===== src/sv/bptm_pkg.sv =====
// ----------------------------------------------------------------------------
// Battery power threshold monitor package
// Shared types, register indexes and reset values for the monitor.
// ----------------------------------------------------------------------------
package bptm_pkg;

	localparam int unsigned CFG_IDX_W = 3;
	localparam logic [7:0]  COUNT_MAX = 8'd255;

	typedef enum logic [CFG_IDX_W-1:0] {
		REG_VBUS_DEBOUNCE_MS     = 3'd0,
		REG_CRITICAL_PACK_MV     = 3'd1,
		REG_CRITICAL_CONSECUTIVE = 3'd2,
		REG_CRITICAL_OVERRIDE    = 3'd3,
		REG_LOW_PERCENT          = 3'd4,
		REG_HYSTERESIS_PERCENT   = 3'd5
	} reg_idx_t;

	localparam logic [15:0] RST_VBUS_DEBOUNCE_MS     = 16'd200;
	localparam logic [15:0] RST_CRITICAL_PACK_MV     = 16'd0;
	localparam logic [7:0]  RST_CRITICAL_CONSECUTIVE = 8'd3;
	localparam logic        RST_CRITICAL_OVERRIDE    = 1'b0;
	localparam logic [6:0]  RST_LOW_PERCENT          = 7'd20;
	localparam logic [6:0]  RST_HYSTERESIS_PERCENT   = 7'd5;

	typedef struct packed {
		logic [15:0] vbus_debounce_ms;
		logic [15:0] critical_pack_mv;
		logic [7:0]  critical_consecutive;
		logic        critical_override;
		logic [6:0]  low_percent;
		logic [6:0]  hysteresis_percent;
	} cfg_t;

	typedef struct packed {
		logic        external_power;
		logic        telemetry_valid;
		logic        is_charging;
		logic [15:0] pack_mv;
		logic [6:0]  charge_percent;
		logic [31:0] time_ms;
	} sample_t;

	typedef struct packed {
		logic supply_connected;
		logic supply_disconnected;
		logic low_entered;
		logic low_left;
		logic critical_entered;
	} events_t;

endpackage


===== src/sv/battery_power_threshold_monitor_core.sv =====
// ----------------------------------------------------------------------------
// Battery power threshold monitor core
// Debounces external power and keeps low and critical battery latches.
// ----------------------------------------------------------------------------
// Usage:
// Samples enter on the input channel (in_valid / in_stall); a transaction is
// taken at a rising edge with in_valid high and in_stall low. Every sample
// yields exactly one result on the output channel (out_valid / out_stall),
// carrying five event flags.
// A sample is held in the input register until the output register can take
// it, is evaluated by the state update logic and lands in the output
// register, which raises out_valid and keeps the result until it is taken.
// One sample is taken per cycle while in_stall is low; the state update for a
// sample completes in the cycle it leaves the input register, so the next
// sample sees it at once.
// When the receiver stalls, the result holds in the output register, the
// next sample waits in the input register, and in_stall rises.
// Reset (arst_n low) clears the debounce and latch state and loads the
// register defaults; the first sample afterwards seeds the power level.
// The configuration channel (cfg_valid / cfg_ready) is always ready; the user
// must write it only while no sample is in flight, as the block does not enforce this.
// ----------------------------------------------------------------------------
module battery_power_threshold_monitor_core (
	input  logic                           clk,
	input  logic                           arst_n,
	input  logic                           cfg_valid,
	output logic                           cfg_ready,
	input  logic [bptm_pkg::CFG_IDX_W-1:0] cfg_index,
	input  logic [15:0]                    cfg_data,
	input  logic                           in_valid,
	output logic                           in_stall,
	input  logic                           external_power,
	input  logic                           telemetry_valid,
	input  logic                           is_charging,
	input  logic [15:0]                    pack_mv,
	input  logic [6:0]                     charge_percent,
	input  logic [31:0]                    time_ms,
	output logic                           out_valid,
	input  logic                           out_stall,
	output logic                           supply_connected,
	output logic                           supply_disconnected,
	output logic                           low_entered,
	output logic                           low_left,
	output logic                           critical_entered
);
	import bptm_pkg::*;

	cfg_t    cfg;
	sample_t smp_s1;
	logic    valid_s1;
	logic    advance;
	events_t evt;
	events_t evt_q;
	logic    out_valid_q;

	bptm_cfg u_cfg (
		.clk       (clk),
		.arst_n    (arst_n),
		.cfg_valid (cfg_valid),
		.cfg_ready (cfg_ready),
		.cfg_index (cfg_index),
		.cfg_data  (cfg_data),
		.cfg       (cfg)
	);

	assign advance  = valid_s1 && (!out_valid_q || !out_stall);
	assign in_stall = valid_s1 && !advance;

	always_ff @(posedge clk or negedge arst_n) begin
		if (!arst_n) begin
			valid_s1 <= 1'b0;
		end else if (!in_stall) begin
			valid_s1 <= in_valid;
		end
	end

	always_ff @(posedge clk) begin
		if (in_valid && !in_stall) begin
			smp_s1 <= '{external_power:  external_power,
			            telemetry_valid: telemetry_valid,
			            is_charging:     is_charging,
			            pack_mv:         pack_mv,
			            charge_percent:  charge_percent,
			            time_ms:         time_ms};
		end
	end

	bptm_step u_step (
		.clk    (clk),
		.arst_n (arst_n),
		.cfg    (cfg),
		.fire   (advance),
		.smp    (smp_s1),
		.evt    (evt)
	);

	always_ff @(posedge clk or negedge arst_n) begin
		if (!arst_n) begin
			out_valid_q <= 1'b0;
		end else if (advance) begin
			out_valid_q <= 1'b1;
		end else if (!out_stall) begin
			out_valid_q <= 1'b0;
		end
	end

	always_ff @(posedge clk) begin
		if (advance) begin
			evt_q <= evt;
		end
	end

	assign out_valid           = out_valid_q;
	assign supply_connected    = evt_q.supply_connected;
	assign supply_disconnected = evt_q.supply_disconnected;
	assign low_entered         = evt_q.low_entered;
	assign low_left            = evt_q.low_left;
	assign critical_entered    = evt_q.critical_entered;

endmodule


===== src/sv/bptm_cfg.sv =====
// ----------------------------------------------------------------------------
// Battery power threshold monitor configuration registers
// Holds the six threshold registers written through the configuration channel.
// ----------------------------------------------------------------------------
module bptm_cfg (
	input  logic                               clk,
	input  logic                               arst_n,
	input  logic                               cfg_valid,
	output logic                               cfg_ready,
	input  logic [bptm_pkg::CFG_IDX_W-1:0]     cfg_index,
	input  logic [15:0]                        cfg_data,
	output bptm_pkg::cfg_t                     cfg
);
	import bptm_pkg::*;

	cfg_t cfg_q;

	assign cfg_ready = 1'b1;
	assign cfg       = cfg_q;

	always_ff @(posedge clk or negedge arst_n) begin
		if (!arst_n) begin
			cfg_q.vbus_debounce_ms     <= RST_VBUS_DEBOUNCE_MS;
			cfg_q.critical_pack_mv     <= RST_CRITICAL_PACK_MV;
			cfg_q.critical_consecutive <= RST_CRITICAL_CONSECUTIVE;
			cfg_q.critical_override    <= RST_CRITICAL_OVERRIDE;
			cfg_q.low_percent          <= RST_LOW_PERCENT;
			cfg_q.hysteresis_percent   <= RST_HYSTERESIS_PERCENT;
		end else if (cfg_valid && cfg_ready) begin
			case (cfg_index)
				REG_VBUS_DEBOUNCE_MS:     cfg_q.vbus_debounce_ms     <= cfg_data;
				REG_CRITICAL_PACK_MV:     cfg_q.critical_pack_mv     <= cfg_data;
				REG_CRITICAL_CONSECUTIVE: cfg_q.critical_consecutive <= cfg_data[7:0];
				REG_CRITICAL_OVERRIDE:    cfg_q.critical_override    <= cfg_data[0];
				REG_LOW_PERCENT:          cfg_q.low_percent          <= cfg_data[6:0];
				REG_HYSTERESIS_PERCENT:   cfg_q.hysteresis_percent   <= cfg_data[6:0];
				default: ;
			endcase
		end
	end

endmodule


===== src/sv/bptm_step.sv =====
// ----------------------------------------------------------------------------
// Battery power threshold monitor sample evaluation
// Debounce and latch state, with the combinational update for one sample.
// ----------------------------------------------------------------------------
module bptm_step (
	input  logic               clk,
	input  logic               arst_n,
	input  bptm_pkg::cfg_t     cfg,
	input  logic               fire,
	input  bptm_pkg::sample_t  smp,
	output bptm_pkg::events_t  evt
);
	import bptm_pkg::*;

	logic        seeded_q, raw_level_q, stable_level_q;
	logic        low_latched_q, critical_latched_q;
	logic [31:0] raw_since_ms_q;
	logic [7:0]  low_sample_count_q;

	logic        seeded_n, raw_level_n, stable_level_n;
	logic        low_latched_n, critical_latched_n;
	logic [31:0] raw_since_ms_n;
	logic [7:0]  low_sample_count_n;

	logic [31:0] elapsed;
	logic [7:0]  release_pct;
	logic        hit;

	assign elapsed     = smp.time_ms - raw_since_ms_q;
	assign release_pct = {1'b0, cfg.low_percent} + {1'b0, cfg.hysteresis_percent};

	always_comb begin
		seeded_n           = seeded_q;
		raw_level_n        = raw_level_q;
		raw_since_ms_n     = raw_since_ms_q;
		stable_level_n     = stable_level_q;
		low_latched_n      = low_latched_q;
		critical_latched_n = critical_latched_q;
		low_sample_count_n = low_sample_count_q;
		evt                = '0;
		hit                = 1'b0;

		if (!seeded_q) begin
			seeded_n       = 1'b1;
			raw_level_n    = smp.external_power;
			raw_since_ms_n = smp.time_ms;
			stable_level_n = smp.external_power;
		end else if (smp.external_power != raw_level_q) begin
			raw_level_n    = smp.external_power;
			raw_since_ms_n = smp.time_ms;
		end else if (raw_level_q != stable_level_q &&
				elapsed >= {16'd0, cfg.vbus_debounce_ms}) begin
			stable_level_n           = raw_level_q;
			evt.supply_connected    = raw_level_q;
			evt.supply_disconnected = !raw_level_q;
		end

		if (smp.telemetry_valid) begin
			if (stable_level_n || smp.is_charging) begin
				if (low_latched_q) begin
					low_latched_n = 1'b0;
					evt.low_left  = 1'b1;
				end
				critical_latched_n = 1'b0;
				low_sample_count_n = '0;
			end else begin
				if (cfg.critical_pack_mv != '0) begin
					if (smp.pack_mv != '0 && smp.pack_mv <= cfg.critical_pack_mv) begin
						if (low_sample_count_q != COUNT_MAX)
							low_sample_count_n = low_sample_count_q + 8'd1;
					end else begin
						low_sample_count_n = '0;
					end
					hit = low_sample_count_n >= cfg.critical_consecutive;
				end
				if (cfg.critical_override) begin
					hit                = 1'b0;
					critical_latched_n = 1'b0;
				end
				if (!critical_latched_n && hit) begin
					critical_latched_n   = 1'b1;
					evt.critical_entered = 1'b1;
					if (!low_latched_n) begin
						low_latched_n   = 1'b1;
						evt.low_entered = 1'b1;
					end
				end
				// Entry wins over release; release is held off while critical.
				if (!low_latched_n && smp.charge_percent <= cfg.low_percent) begin
					low_latched_n   = 1'b1;
					evt.low_entered = 1'b1;
				end else if (low_latched_n && !critical_latched_n &&
						{1'b0, smp.charge_percent} >= release_pct) begin
					low_latched_n = 1'b0;
					evt.low_left  = 1'b1;
				end
			end
		end
	end

	always_ff @(posedge clk or negedge arst_n) begin
		if (!arst_n) begin
			seeded_q           <= 1'b0;
			raw_level_q        <= 1'b0;
			raw_since_ms_q     <= '0;
			stable_level_q     <= 1'b0;
			low_latched_q      <= 1'b0;
			critical_latched_q <= 1'b0;
			low_sample_count_q <= '0;
		end else if (fire) begin
			seeded_q           <= seeded_n;
			raw_level_q        <= raw_level_n;
			raw_since_ms_q     <= raw_since_ms_n;
			stable_level_q     <= stable_level_n;
			low_latched_q      <= low_latched_n;
			critical_latched_q <= critical_latched_n;
			low_sample_count_q <= low_sample_count_n;
		end
	end

endmodule


===== config.mk =====
export PLATFORM = sky130hd
export DESIGN_NAME = battery_power_threshold_monitor_core
export DESIGN_NICKNAME = d
export VERILOG_FILES = /design/src/sv/bptm_pkg.sv /design/src/sv/battery_power_threshold_monitor_core.sv /design/src/sv/bptm_cfg.sv /design/src/sv/bptm_step.sv
export SDC_FILE = /design/constraint.sdc
export NUM_CORES = 1
export LEC_CHECK = 0
export BUFFER_PORTS_ARGS = -buffer_cell sky130_fd_sc_hd__buf_2
export CAP_MARGIN = 20
export CORE_MARGIN = 2
export CORE_UTILIZATION = 45
export DETAILED_ROUTE_END_ITERATION = 10
export MAX_ROUTING_LAYER = met4
export PLACE_DENSITY = 0.66
export SETUP_SLACK_MARGIN = 0.1
export SLEW_MARGIN = 10
export SYNTH_ARGS = -nofsm -noshare
export SYNTH_HDL_FRONTEND = slang
export SYNTH_SLANG_ARGS = --single-unit

===== constraint.sdc =====
create_clock -name clk -period 7.2 [get_ports clk]
set_input_delay 0.72 -clock clk [delete_from_list [all_inputs] [get_ports clk]]
set_output_delay 0.72 -clock clk [all_outputs]
set_load 0.05 [all_outputs]

# [Word level (Yosys, flattened, before mapping)]
# Index checks and enable logic that the tools add are counted.
[word_totals] in_bits=82 register_bits=165 wordCells=122 output_inout_bits=8
[op_classes] n_mux=41 bitwise=3 n_eq_ne=10 n_reduce_logical=34 magnitude_cmp=5 addsub=3
[op_table] cell="2-to-1 mux 32 bit" count=2
[op_table] cell="2-to-1 mux 8 bit" count=7
[op_table] cell=">= comparator 32 x 16 -> 1 bit" count=1
[op_table] cell="2-to-1 mux 1 bit" count=32
[op_table] cell="nonzero test 16 bit" count=2
[op_table] cell="subtractor 32 bit" count=1
[op_table] cell="<= comparator 16 bit" count=1
[op_table] cell="AND reduction 2 bit" count=8
[op_table] cell="logical AND 1 bit" count=9
[op_table] cell="adder 7 x 7 -> 8 bit" count=1
[op_table] cell="adder 8 x 1 -> 8 bit (second input constant)" count=1
[op_table] cell=">= comparator 7 x 8 -> 1 bit" count=1
[op_table] cell=">= comparator 8 bit" count=1
[op_table] cell="logical NOT 1 bit" count=8
[op_table] cell="inequality test 8 bit (second input constant)" count=1
[op_table] cell="<= comparator 7 bit" count=1
[op_table] cell="equality test 3 x 2 -> 1 bit (second input constant)" count=2
[op_table] cell="equality test 3 bit (second input constant)" count=2
[op_table] cell="equality test 3 x 1 -> 1 bit (second input constant)" count=1
[op_table] cell="logical NOT 3 bit" count=1
[op_table] cell="inverter 1 bit" count=3
[op_table] cell="AND reduction 3 bit" count=1
[op_table] cell="OR reduction 3 bit" count=1
[op_table] cell="logical OR 1 bit" count=2
[op_table] cell="other kinds (5)" count=6

# [Logic depth before layout (Yosys ltp)]
# Gate-level depths: netlist (run 1).
[logic_depth] depth_word=24 mapped_depth=24 ltp_nobuf=24

# [Cells and area by module]
# A second synthesis (run 1) with hierarchy kept.
[unflattened] cells_unflattened=978 area_unflattened_um2=10050.9
[modules_own_cells] module="bptm_step" area_per_inst_um2=5939.4 seq_area_each_um2=1126.1 cells_per_inst=784 instances=1
[modules_own_cells] module="bptm_cfg" area_per_inst_um2=2127.0 seq_area_each_um2=1387.6 cells_per_inst=123 instances=1
[modules_own_cells] module="battery_power_threshold_monitor_core" area_per_inst_um2=1984.4 seq_area_each_um2=1941.9 cells_per_inst=71 instances=1

# [Worst setup path after synthesis (run 1)]
# OpenSTA, ideal clock, no wires.
[synth_path] kind="register to register" startpoint="register smp_s1[0] in the netlist's numbering" endpoint="register evt_q (netlist bit low_left) (data pin)" setup_ps=256 synth_period_minus_slack_ps=4430 path_buffers=0 required_time_ps=6944 path_slack_ps=2770 arrival_time_ps=4174 path_stages_with_launch=22 path_cell_list="edfxtp_1 inv_1 ha_1 fa_1 nor2b_1 o211ai_1 a211oi_1 nor2_1 o21ai_0 xor2_1 ha_1 o21ai_0 o21bai_1 a41oi_1 o21ai_0 nor4_1 nand2b_1 a2111oi_0 and3_2 mux2i_2 mux2i_1 nor2b_1"
[synth_between] elab_chain_len=8
[synth_rtl] element="from (decl)" line_no="battery_power_threshold_monitor_core.sv:49" rtl="sample_t smp_s1;"
[synth_rtl] element="from (signal assigned)" line_no="battery_power_threshold_monitor_core.sv:79" rtl="smp_s1 <= '{external_power: external_power,"
[synth_rtl] element="subtractor 32 bit" line_no="bptm_step.sv:29" rtl="assign elapsed = smp.time_ms - raw_since_ms_q;"
[synth_rtl] element=">= comparator 32 x 16 -> 1 bit" line_no="bptm_step.sv:52" rtl="elapsed >= {16'd0, cfg.vbus_debounce_ms}) begin"
[synth_rtl] element="logical AND 1 bit" line_no="bptm_step.sv:51" rtl="end else if (raw_level_q != stable_level_q &&"
[synth_rtl] element="2-to-1 mux 1 bit" line_no="bptm_step.sv:51"
[synth_rtl] element="2-to-1 mux 1 bit" line_no="bptm_step.sv:48" rtl="end else if (smp.external_power != raw_level_q) begin"
[synth_rtl] element="2-to-1 mux 1 bit" line_no="bptm_step.sv:43" rtl="if (!seeded_q) begin"
[synth_rtl] element="logical OR 1 bit" line_no="bptm_step.sv:59" rtl="if (stable_level_n || smp.is_charging) begin"
[synth_rtl] element="2-to-1 mux 1 bit" line_no="bptm_step.sv:59"
[synth_rtl] element="to (signal assigned)" line_no="battery_power_threshold_monitor_core.sv:109" rtl="evt_q <= evt;"
[synth_rtl] element="to (decl)" line_no="battery_power_threshold_monitor_core.sv:53" rtl="events_t evt_q;"
# No other way between the ends.
# A chain may end at the register's enable or synchronous reset.

# [Worst setup path in the final report (run 1)]
[layout_path] startpoint="register smp_s1[0] in the netlist's numbering" endpoint="register u_step.low_sample_count_q[3]"
[layout_between] elab_chain_len=9 elab_cells_between_ends=10 classes_between="1 x add/sub; 1 x order compare; 4 x mux; 4 x reduce/logical"
[layout_rtl] element="subtractor 32 bit (*)" line_no="bptm_step.sv:29"
[layout_rtl] element=">= comparator 32 x 16 -> 1 bit (*)" line_no="bptm_step.sv:52"
[layout_rtl] element="logical AND 1 bit (*)" line_no="bptm_step.sv:51"
[layout_rtl] element="2-to-1 mux 1 bit (*)" line_no="bptm_step.sv:51"
[layout_rtl] element="2-to-1 mux 1 bit (*)" line_no="bptm_step.sv:48"
[layout_rtl] element="2-to-1 mux 1 bit (*)" line_no="bptm_step.sv:43"
[layout_rtl] element="logical OR 1 bit (*)" line_no="bptm_step.sv:59"
[layout_rtl] element="nonzero test 2 bit (no line)"
[layout_rtl] element="AND reduction 3 bit (no line)"
[layout_rtl] element="to (signal assigned)" line_no="bptm_step.sv:117" rtl="low_sample_count_q <= low_sample_count_n;"
[layout_rtl] element="to (decl)" line_no="bptm_step.sv:18" rtl="logic [7:0] low_sample_count_q;"
# Mark *: on every way between the ends. The rest lies on a longest branch, timed or not.

==> summary.txt, run 1 <==
Clock tree
  – Cell at the root of the clock tree: clkbuf_16
  – Worst-Skew Late Latency: between 0.4 and 0.5 ns
  – CTS tree: done
  – Reg clk slew, reported paths: 0.06 ns
  – Post-CTS Hold Fix Bufs: 0
  – CTS H-Tree Depth: 4
  – CTS buffer count: 17
  – Post-CTS setup buffers: 0
  – Sink Count: about 170
  – Clk buf depth: 2
  – Post-CTS resize count: 0

Synthesis
  – Synthesized area per cell: 9.87 um2
  – FF+latch count, synth: 165
  – Sequential fraction of the synthesis area: 0.460
  – Synth async-reset ratio: 0.618
  – Post-synth EDFFs: 63
  – Synthesized instance count: approximately 1000
  – Count of cell types in the netlist: 75
  – Net Count, Synth: around 1200
  – Mux cell area share after synthesis: 0.0229
  – Synth Area in XOR/XNOR: 0.0298
  – Largest family of logic cells by synthesized area: compound AO/OA/AOI/OAI gates
  – Synth top area share: 0.240
  – Simple-Gate Fraction of Synth Area: 0.143
  – Post-synthesis cell area: 9690 um2
  – Synth Warn #: 0
  – Synth Area in Adders: 0.124
  – Post-synth top flop: dfrtp_1
  – Area contributors post-synth: dfrtp_1 24%, edfxtp_1 20%, ha_1 12%
  – Synth Area in Compound Gates: 0.173
  – Yosys top cell by area: dfrtp_1

Critical path
  – Worst EP required: 7.51 ns
  – Worst setup EP type: flop
  – Register-to-Register Path Depth: 21
  – CP arrival: between 5 and 6 ns
  – FF-to-FF setup slack: ~2.3 ns
  – Max Fanout on Critical Path: 7
  – Critical path class: flop to flop
  – Worst Setup Start Kind: flop

Pwr
  – VDD IR max: around 0.16 mV
  – Cell Pwr Density: 329 nW/um2
  – Total Power: approximately 3.6 mW
  – Pleak: approximately 4.8 nW

Global routing
  – Largest net degree at the start of global routing: 63
  – Antenna violations before repair: 0
  – GRT overflow: 0
  – Vias in the first global route: ~7100
  – First-pass GRT wire length: roughly 36000 um
  – Tot GR Track Use: 0.204

Floorplanning
  – Die Ht: between 150 and 200 um
  – # IOs: 90
  – Core Area: 21100 um2
  – Die footprint: ~23000 um2
  – Cell row count: between 50 and 60
  – Initial Utilization: 0.460
  – Width of the die: 151 um

Drt
  – DRT Pass-1 Iters: 5
  – Starting DRC count in detailed routing: approximately 340
  – WL final: around 21000 um
  – Routed len/inst: 15.6 um
  – Antenna Nets Post-Route: 0
  – Via count: between 7000 and 8000
  – DR vias/cell: around 5.4
  – DR DRC count: 0

STA
  – Final setup fails: 0
  – Fin Hold WS: between 0.2 and 0.3 ns
  – RSZ-0062 raised after global routing: false
  – Minimum clock period: around 4.9 ns
  – Skew final: approximately 0.019 ns
  – Worst rel slew slack: 0.446
  – Max-slew violations: 0
  – Final period util: 0.687
  – Hold Vio Cnt, Final: 0
  – Highest clock rate: approximately 200 MHz
  – Actual slew at the worst max-slew pin: ~0.8 ns
  – Setup tns final: 0 ns

Final layout
  – Area Overhead vs Synth: 13.8%
  – Non-Filler Instances: around 1400
  – Most common cell after layout, fill and taps aside: nand2_1
  – Nets@finish: approximately 1300
  – Antenna cell count: 0
  – Commonest cells after routing, fill and taps aside: 126 x nand2_1, 99 x o21ai_0, 94 x inv_1, 93 x ha_1, 93 x dfrtp_1
  – Layout Cell Area excl Fill: 11000 um2
  – Share of layout cells above drive strength 1: 0.161

Placement
  – DPL Wire Length: about 16000 um
  – IO Port Bufs: 88
  – Placed instance count: 1329
  – Placed Area: between 10000 and 15000 um2
  – Final GP Congestion: just over 0.9

Job
  – Max-cap violation count: 0

Hold path
  – Hold Path Class: input pin to async pin

Outcome
  – Status: finished clean
[Yosys cell counts, drive strengths merged (3+ instances only)]
cell type	number
and4	4
a211oi	17
nor2	42
inv	94
mux2	14
o211ai	7
and3	4
nor4	14
dfrtp	93
nand3	17
nor3b	6
nand4	18
or2	3
a21oi	52
xor2	13
o21ai	110
nor3	12
a2111oi	3
nand2b	16
nor2b	9
buf	8
dfstp	9
xnor2	20
nand2	127
ha	93
clkbuf	15
a22o	8
or3	3
o21bai	7
o21a	10
o31ai	6
nand4b	3
and2	4
a31oi	3
mux2i	6
a21o	17
edfxtp	63
[worst max-delay path, cell delays in order (launching register included)]
cell and delay [ns]:
edfxtp_1 0.34, inv_1 0.04, ha_1 0.21, fa_1 0.41
nor2b_1 0.17, o211ai_1 0.17, a211oi_1 0.40, nor2_1 0.17
o21ai_0 0.23, xor2_1 0.17, ha_1 0.25, o21ai_0 0.15
o21bai_1 0.08, a41oi_1 0.15, o21ai_0 0.16, nor4_1 0.30
nand2b_1 0.08, a2111oi_0 0.24, and3_2 0.30, mux2i_2 0.39
nor2_2 0.16, a22o_1 0.26
[logic make-up (layout without fill, tap and decap cells)]
family | Yosys count | after routing
XOR/XNOR | 33 | 33
flip-flops | 165 | 165
adder cells (fa/ha/maj) | 95 | 95
AND/OR/NAND/NOR | 285 | 285
multiplexers | 20 | 20
other | 1 | 1
buffers and inverters | 117 | 221
AO/OA/AOI/OAI | 266 | 266
[per-layer routing]
layer | GRT usage | share of wire
met2 | 0.321 | 0.47
met1 | 0.278 | 0.48
met5 | - | 0
met4 | 0.0458 | 0.012
met3 | 0.0367 | 0.041
[through the flow]
stage,utilization,worst slack [ns]
floorplan,-,2.77
global placement,0.496,2.36
detailed placement,0.496,2.30
CTS,0.523,2.28
global route,0.523,1.74
finish,0.523,2.25
[sequential cells by signal, indices dropped and copies added, names as in the netlist, 8 cells and up]
name and count:
smp_s1 58, u_cfg.cfg 55, u_step.low_sample_count_q 8, u_step.raw_since_ms_q 32
[final cells by class]
type | instances | area, um2
Fill cell | 1963 | 10100
Multi-Input combinational cell | 700 | 4810
Sequential cell | 165 | 4460
Timing Repair Buffer | 95 | 495
Clock buffer | 21 | 482
Inverter | 94 | 353
Tap cell | 275 | 344
Clock inverter | 11 | 88.8
[report_power, final]
part           internal (mW)  total [mW]  switching (mW)
clock network          0.486       0.882           0.396
registers               1.15        1.23          0.0780
logic                  0.602        1.52           0.913
total                   2.24        3.63            1.39
[worst paths after layout]
path                                       from                                  endpoint
hold / removal                           arst_n                 u_cfg.cfg[12]$_DFFE_PN0P_
setup / recovery            smp_s1[0]$_DFFE_PP_  u_step.low_sample_count_q[3]$_DFFE_PN0P_
setup reg to reg            smp_s1[0]$_DFFE_PP_  u_step.low_sample_count_q[3]$_DFFE_PN0P_
max in group asynchronous                arst_n      u_step.raw_since_ms_q[6]$_DFFE_PN0P_
hold reg to reg            valid_s1$_DFFE_PN0N_                     out_valid$_DFFE_PN0P_
min in group clk                    pack_mv[11]                      smp_s1[50]$_DFFE_PP_
Note: power is estimated with default switching activity, not from simulation.
==> inputs of run 2 (changes only) <==
- ABC_AREA: default -> 1
- PLACE_DENSITY: 0.66 -> 0.68
- clock period: 7.2 -> 4.42 ns (I/O delays scaled with it)
==> run 2 against run 1 <==
Against the previous run:
- critical path depth increased by 5
- synthesized cell count increased by 38%
- power increased by 89%
- sequential share of layout area decreased by 2.7 points
- fmax increased by 29%
- combinational power increased by 120%
- non-clock buffer count decreased by 3
- clock power increased by 75%
- clock skew decreased by 0.0066 ns
- first-iteration DRC count increased by 66%
- cell count increased by 28%
==> summary.txt, run 2 <==
Synthesis
  – Synth Warn #: 0
  – Synthesized area per cell: ~7.7 um2
  – Synth cell count leaders: 382 x nand2_1, 267 x inv_1, 106 x nor2_1
  – Post-synth EDFFs: 63
  – Net Count, Synth: 1533
  – Sequential fraction of the synthesis area: 0.427
  – Synth Area in XOR/XNOR: 0.0201
  – Synth Area in Compound Gates: 0.0864
  – Synth async-reset ratio: 0.618
  – Area contributors post-synth: dfrtp_1 22%, edfxtp_1 18%, nand2_1 14%
  – Post-synth top flop: dfrtp_1
  – Post-synthesis cell area: 10400 um2
  – Yosys top cell by area: dfrtp_1
  – Simple-Gate Fraction of Synth Area: 0.242
  – Most common cell in the synthesized netlist: nand2_1
  – Mux cell area share after synthesis: 0.00204
  – Synth Area in Adders: 0.115
  – Synthesized instance count: 1356
  – Synth top area share: 0.223
  – Largest family of logic cells by synthesized area: simple AND/OR/NAND/NOR gates
  – FF+latch count, synth: roughly 170
  – Count of cell types in the netlist: between 40 and 50

Critical path
  – Critical path class: flop to flop
  – Crit path largest cell delay: roughly 0.42 ns
  – Most Frequent Cell on Critical Path: nand2_1
  – Worst Setup Start Kind: flop
  – Register-to-Register Path Depth: 26
  – Reg-to-Reg End: low_left$_SDFFCE_PN0P_
  – Critical path's slowest cell: edfxtp_1
  – CP arrival: ~4.1 ns
  – FF-to-FF setup slack: between 0.5 and 0.6 ns
  – Max Fanout on Critical Path: 5
  – Worst R2R Start: smp_s1[54]$_DFFE_PP_
  – Worst EP required: 4.71 ns
  – Critical Path Start: smp_s1[54]$_DFFE_PP_
  – Worst setup EP type: flop

STA
  – Skew final: roughly 0.012 ns
  – Fin Hold WS: approximately 0.13 ns
  – Hold Vio Cnt, Final: 0
  – RSZ-0062 raised after global routing: false
  – Final setup fails: 0
  – Actual slew at the worst max-slew pin: about 0.92 ns
  – Worst rel slew slack: 0.386
  – Minimum clock period: ~3.8 ns
  – Setup tns final: 0 ns
  – Highest clock rate: ~260 MHz
  – Max-slew violations: 0
  – Final period util: 0.869

Pwr
  – Sequential share of power: 0.300
  – Total Power: slightly below 7 mW
  – Cell internal pwr: slightly below 4 mW
  – Part of the power in the clock network: 0.224
  – VDD IR max: 0.265 mV
  – Switching share of power: 0.432
  – NetSw: between 2 and 3 mW
  – Gate power share: 0.476
  – Cell Pwr Density: 581 nW/um2
  – Pleak: between 6 and 7 nW

Placement
  – IO Port Bufs: slightly below 90
  – DPL Wire Length: 18500 um
  – Final GP Congestion: roughly 0.96

Drt
  – DR vias/cell: between 4 and 5
  – DRT Pass-1 Iters: 5
  – Antenna Nets Post-Route: 0
  – Via count: 8490
  – Routed len/inst: roughly 14 um
  – DR DRC count: 0
  – WL final: about 24000 um
  – Starting DRC count in detailed routing: roughly 570

Clock tree
  – Clk buf depth: 2
  – CTS buffer count: 17
  – Post-CTS Hold Fix Bufs: 0
  – Post-CTS resize count: 0
  – Cell at the root of the clock tree: clkbuf_16
  – Post-CTS setup buffers: 0
  – Worst-Skew Late Latency: 0.44 ns
  – CTS H-Tree Depth: 4
  – CTS tree: done
  – Sink Count: ~170
  – Reg clk slew, reported paths: 0.08 ns

Floorplanning
  – Width of the die: 156 um
  – Initial Utilization: 0.460
  – # IOs: 90
  – Core Area: 22700 um2
  – Cell row count: 55
  – Die footprint: approximately 24000 um2
  – Die Ht: 156 um

Hold path
  – Hold Path Class: input pin to async pin

Final layout
  – Commonest cells after routing, fill and taps aside: 381 x nand2_1, 266 x inv_1, 106 x nor2_1, 93 x ha_1, 93 x dfrtp_1
  – Number of flip-flops in the largest register: 58
  – Top reg by flops: smp_s1
  – Antenna cell count: 0
  – Post-Route Utilization: 0.520
  – Nets@finish: roughly 1600
  – Area Overhead vs Synth: 13.1%
  – Most common cell after layout, fill and taps aside: nand2_1
  – Share of layout cells above drive strength 1: 0.120

Global routing
  – Tot GR Track Use: 0.215
  – First-pass GRT wire length: between 40000 and 50000 um
  – Antenna violations before repair: 0
  – Largest net degree at the start of global routing: 72
  – Vias in the first global route: around 8100
  – GRT overflow: 0

Job
  – Max-cap violation count: 0

Outcome
  – Status: finished clean
-- run 2: cell count changes in the layout (fill, tap and decap cells not counted), moves of 14 or more --
cell      change
a211oi_1     -14
a21o_1       -17
a21oi_1      +33
inv_1       +172
nand2_1     +255
nand2b_1     -16
nand3_1      +26
nor2_1       +67
o21ai_0      -20
xnor2_1      -18
-- run 2: worst max path at each step --
stage                                   endpoint  depth (start not counted)
after detailed placement  low_left$_SDFFCE_PN0P_                         26
after floorplan           low_left$_SDFFCE_PN0P_                         24
after CTS                 low_left$_SDFFCE_PN0P_                         26
after global placement    low_left$_SDFFCE_PN0P_                         26
after global routing      low_left$_SDFFCE_PN0P_                         26
final                     low_left$_SDFFCE_PN0P_                         26
-- run 2: per-stage QoR --
| step | area, um2 | worst slack, ns | instances |
|---|---|---|---|
| after global placement | 11200 | 0.680 | 1713 |
| after detailed placement | 11200 | 0.654 | 1713 |
| after global routing | 11800 | 0.142 | 1746 |
| after floorplan | 10400 | 1.21 | 1356 |
| after CTS | 11800 | 0.522 | 1745 |
| final | 11800 | 0.579 | 1746 |
-- run 2: cells by family (layout without fill, tap and decap cells) --
family / count (synthesis) / after routing
AND/OR/NAND/NOR: 603 / 603
buffers and inverters: 293 / 398
AO/OA/AOI/OAI: 173 / 173
flip-flops: 165 / 165
adder cells (fa/ha/maj): 95 / 95
XOR/XNOR: 24 / 24
multiplexers: 2 / 2
other: 1 / 1
-- run 2: area by class of cell --
| type | instances | area, um2 |
|---|---|---|
| Inverter | 274 | 1030 |
| Fill cell | 2188 | 10900 |
| Timing Repair Buffer | 92 | 470 |
| Tap cell | 285 | 357 |
| Sequential cell | 165 | 4460 |
| Multi-Input combinational cell | 898 | 4890 |
| Clock inverter | 15 | 188 |
| Clock buffer | 17 | 425 |
-- run 2: worst max-delay path: cells and delay by family, from the launching register on --
kind                     cells  cell delay, ns
AND/OR/NAND/NOR             14            1.42
AO/OA/AOI/OAI                6            0.87
adder cells (fa/ha/maj)      2            0.60
flip-flops                   1            0.42
buffers and inverters        4            0.36
-- run 2: routing by layer --
layer / routed length [um] / share of wire / global-route usage / vias up
met4: 412 / 0.017 / 0.0625 / 0
met3: 887 / 0.037 / 0.0288 / 29
met1: 12100 / 0.50 / 0.297 / 3845
li1: - / - / - / 4451
met5: 0 / 0 / - / -
met2: 10800 / 0.45 / 0.333 / 165
-- run 2: power by group through the flow --
stage                     registers (mW)  clock network, mW  logic [mW]
after floorplan                     2.08                  0        2.45
after global placement              2.08                  0        3.18
after detailed placement            2.09                  0        3.25
after CTS                           2.06               1.57        3.28
after global routing                2.10               1.63        3.80
final                               2.06               1.54        3.27
==> inputs of run 3 (changes only) <==
- PLACE_DENSITY: 0.68 -> 0.66
- RECOVER_POWER: default -> 100
- clock period: 4.42 -> 3.8 ns (I/O delays scaled with it)
==> run 3 against run 2 <==
Against the previous run:
- the flow now finishes with violations (capacitance limit, slew limit)
- cell count is 2.0% higher
- non-clock buffer count is 33 higher
- flip-flop and latch count stayed put
- register-to-register slack worse by 0.35 ns
- worst setup slack worse by 0.35 ns
- via count is 3.1% higher
- power is 25% higher
- critical path type unchanged
- critical endpoint unchanged
==> summary.txt, run 3 (synthesis gave the netlist of run 2 again) <==
Floorplanning
  – Width of the die: roughly 160 um
  – Die footprint: roughly 24000 um2
  – Cell row count: 55
  – Die Ht: between 150 and 200 um
  – # IOs: 90
  – Core Area: approximately 23000 um2
  – Initial Utilization: 0.460

Critical path
  – Critical path class: flop to flop
  – FF-to-FF setup slack: ~0.23 ns
  – Worst EP required: 3.99 ns
  – Reg-to-Reg End: low_left$_SDFFCE_PN0P_
  – Critical Path Start: u_cfg.cfg[38]$_DFFE_PN0P_
  – CP arrival: approximately 3.8 ns
  – Register-to-Register Path Depth: 27
  – Critical path destination: low_left$_SDFFCE_PN0P_
  – Worst R2R Start: u_cfg.cfg[38]$_DFFE_PN0P_
  – Max Fanout on Critical Path: 4
  – Worst setup EP type: flop
  – Worst Setup Start Kind: flop

Outcome
  – Failing checks: capacitance limit, slew limit
  – Status: finished, violations left

STA
  – Highest clock rate: 280 MHz
  – Worst rel slew slack: -0.197
  – Minimum clock period: 3.57 ns
  – Final period util: 0.941
  – Actual slew at the worst max-slew pin: 1.78 ns
  – Skew final: 0.0105 ns
  – Hold Vio Cnt, Final: 0
  – Setup tns final: 0 ns
  – Max-slew violations: 94
  – Final WS setup: 0.226 ns
  – Fin Hold WS: 0.111 ns
  – Final setup fails: 0

Drt
  – DRT Pass-1 Iters: 5
  – Starting DRC count in detailed routing: 467
  – DR vias/cell: between 4 and 5
  – Routed len/inst: between 10 and 15 um
  – Via count: slightly below 9000
  – DR DRC count: 0
  – WL final: about 25000 um
  – Antenna Nets Post-Route: 0

Global routing
  – GRT overflow: 0
  – Vias in the first global route: 8348
  – GRT busiest layer: met2
  – Antenna violations before repair: 0
  – Met3 Track Usage GR: 0.0318
  – Met2 GRT Util: 0.332
  – GR Util met1: 0.295
  – Largest net degree at the start of global routing: between 60 and 70
  – Tot GR Track Use: 0.215
  – First-pass GRT wire length: slightly above 40000 um

Final layout
  – Multi-input gate area: around 5500 um2
  – Nets@finish: roughly 1700
  – Share of layout cells above drive strength 1: 0.194
  – Layout Cell Area excl Fill: 12600 um2
  – FILL cells: around 2100
  – Most common cell after layout, fill and taps aside: nand2_1
  – Top reg by flops: smp_s1
  – Number of flip-flops in the largest register: 58
  – Register area: approximately 4500 um2
  – Post-Route Utilization: 0.555
  – Area Overhead vs Synth: 20.7%
  – Antenna cell count: 0
  – Non-Filler Instances: 1781
  – Commonest cells after routing, fill and taps aside: 361 x nand2_1, 255 x inv_1, 98 x nor2_1, 92 x dfrtp_1, 75 x buf_2

Clock tree
  – CTS H-Tree Depth: 4
  – Post-CTS Hold Fix Bufs: 0
  – CTS buffer count: 17
  – Clk buf depth: 2
  – CTS tree: done
  – Sink Count: around 170
  – Worst-Skew Late Latency: between 0.4 and 0.5 ns
  – Cell at the root of the clock tree: clkbuf_16
  – Reg clk slew, reported paths: roughly 0.07 ns

Placement
  – Final GP Congestion: between 0.9 and 1
  – Placed instance count: roughly 1700
  – DPL Wire Length: between 15000 and 20000 um
  – Placed Area: ~11000 um2
  – Worst slack, placed: -0.0849 ns
  – IO Port Bufs: 88

Pwr
  – Cell Pwr Density: ~680 nW/um2
  – Pleak: ~6.4 nW
  – VDD IR max: around 0.32 mV
  – Total Power: 8.56 mW

Hold path
  – Hold Path Class: input pin to flop

Job
  – Max-cap violation count: 2
==> run 3: how the worst min path moves through the flow <==
stage,to,start,slack [ns],cells past startpoint
3_5_place_dp,out_valid$_DFFE_PN0P_,valid_s1$_DFFE_PN0N_,0.47,2
2_1_floorplan,out_valid$_DFFE_PN0P_,arst_n,0.08,0
4_1_cts,u_cfg.cfg[7]$_DFFE_PN0P_,arst_n,0.1,1
6_report,smp_s1[27]$_DFFE_PP_,time_ms[27],0.11,1
3_3_place_gp,u_cfg.cfg[26]$_DFFE_PN0P_,u_cfg.cfg[26]$_DFFE_PN0P_,0.47,2
5_1_grt,smp_s1[28]$_DFFE_PP_,time_ms[28],0.1,1
==> run 3: what timing repair did <==
item | in CTS | in global routing
buffers inserted | 3 | 27
hold endpoints to repair | 0 | 0
gates resized for setup | 10 | 117
gates cloned | 0 | 2
endpoints found under the setup margin | 4 | 13
pin swaps | 4 | 57
==> run 3: layout make-up <==
type | count | share of cell area
clock buffers | 18 | 0.0348
clock inverters | 14 | 0.00913
inverters | 274 | 0.0818
multi-input cells | 900 | 0.438
flip-flops and latches | 165 | 0.354
well taps | 285 | 0.0283
repair buffers | 125 | 0.0548
==> run 3: routing by layer <==
metal,vias up,routed length [um]
met2,197,11700
li1,4521,-
met5,-,0
met3,44,925
met4,0,579
met1,3991,12300
==> run 3: power breakdown <==
group          total (mW)  internal, mW  switching (mW)
Combinational        4.48          1.77            2.71
Sequential           2.41          2.23           0.178
Clock                1.67         0.872           0.799
Total                8.56          4.87            3.69
==> run 3: worst max-delay path, cell delays in order (launching register included) <==
cell	delay (ns)
dfrtp_1	0.37
inv_1	0.08
ha_1	0.32
nand2_2	0.08
nor2_2	0.11
nand4_1	0.12
a31o_2	0.24
o2111ai_2	0.08
o21ai_2	0.09
nand2_2	0.15
inv_4	0.08
o21ai_2	0.11
ha_1	0.22
inv_1	0.06
a21oi_2	0.15
o21ai_2	0.07
nand2_1	0.07
o2111ai_2	0.11
nand2_1	0.09
inv_2	0.05
nand2_4	0.06
nand2_1	0.05
nand2_1	0.07
inv_1	0.04
nand4_1	0.12
nand4_1	0.17
nand2_1	0.13
a21oi_2	0.03
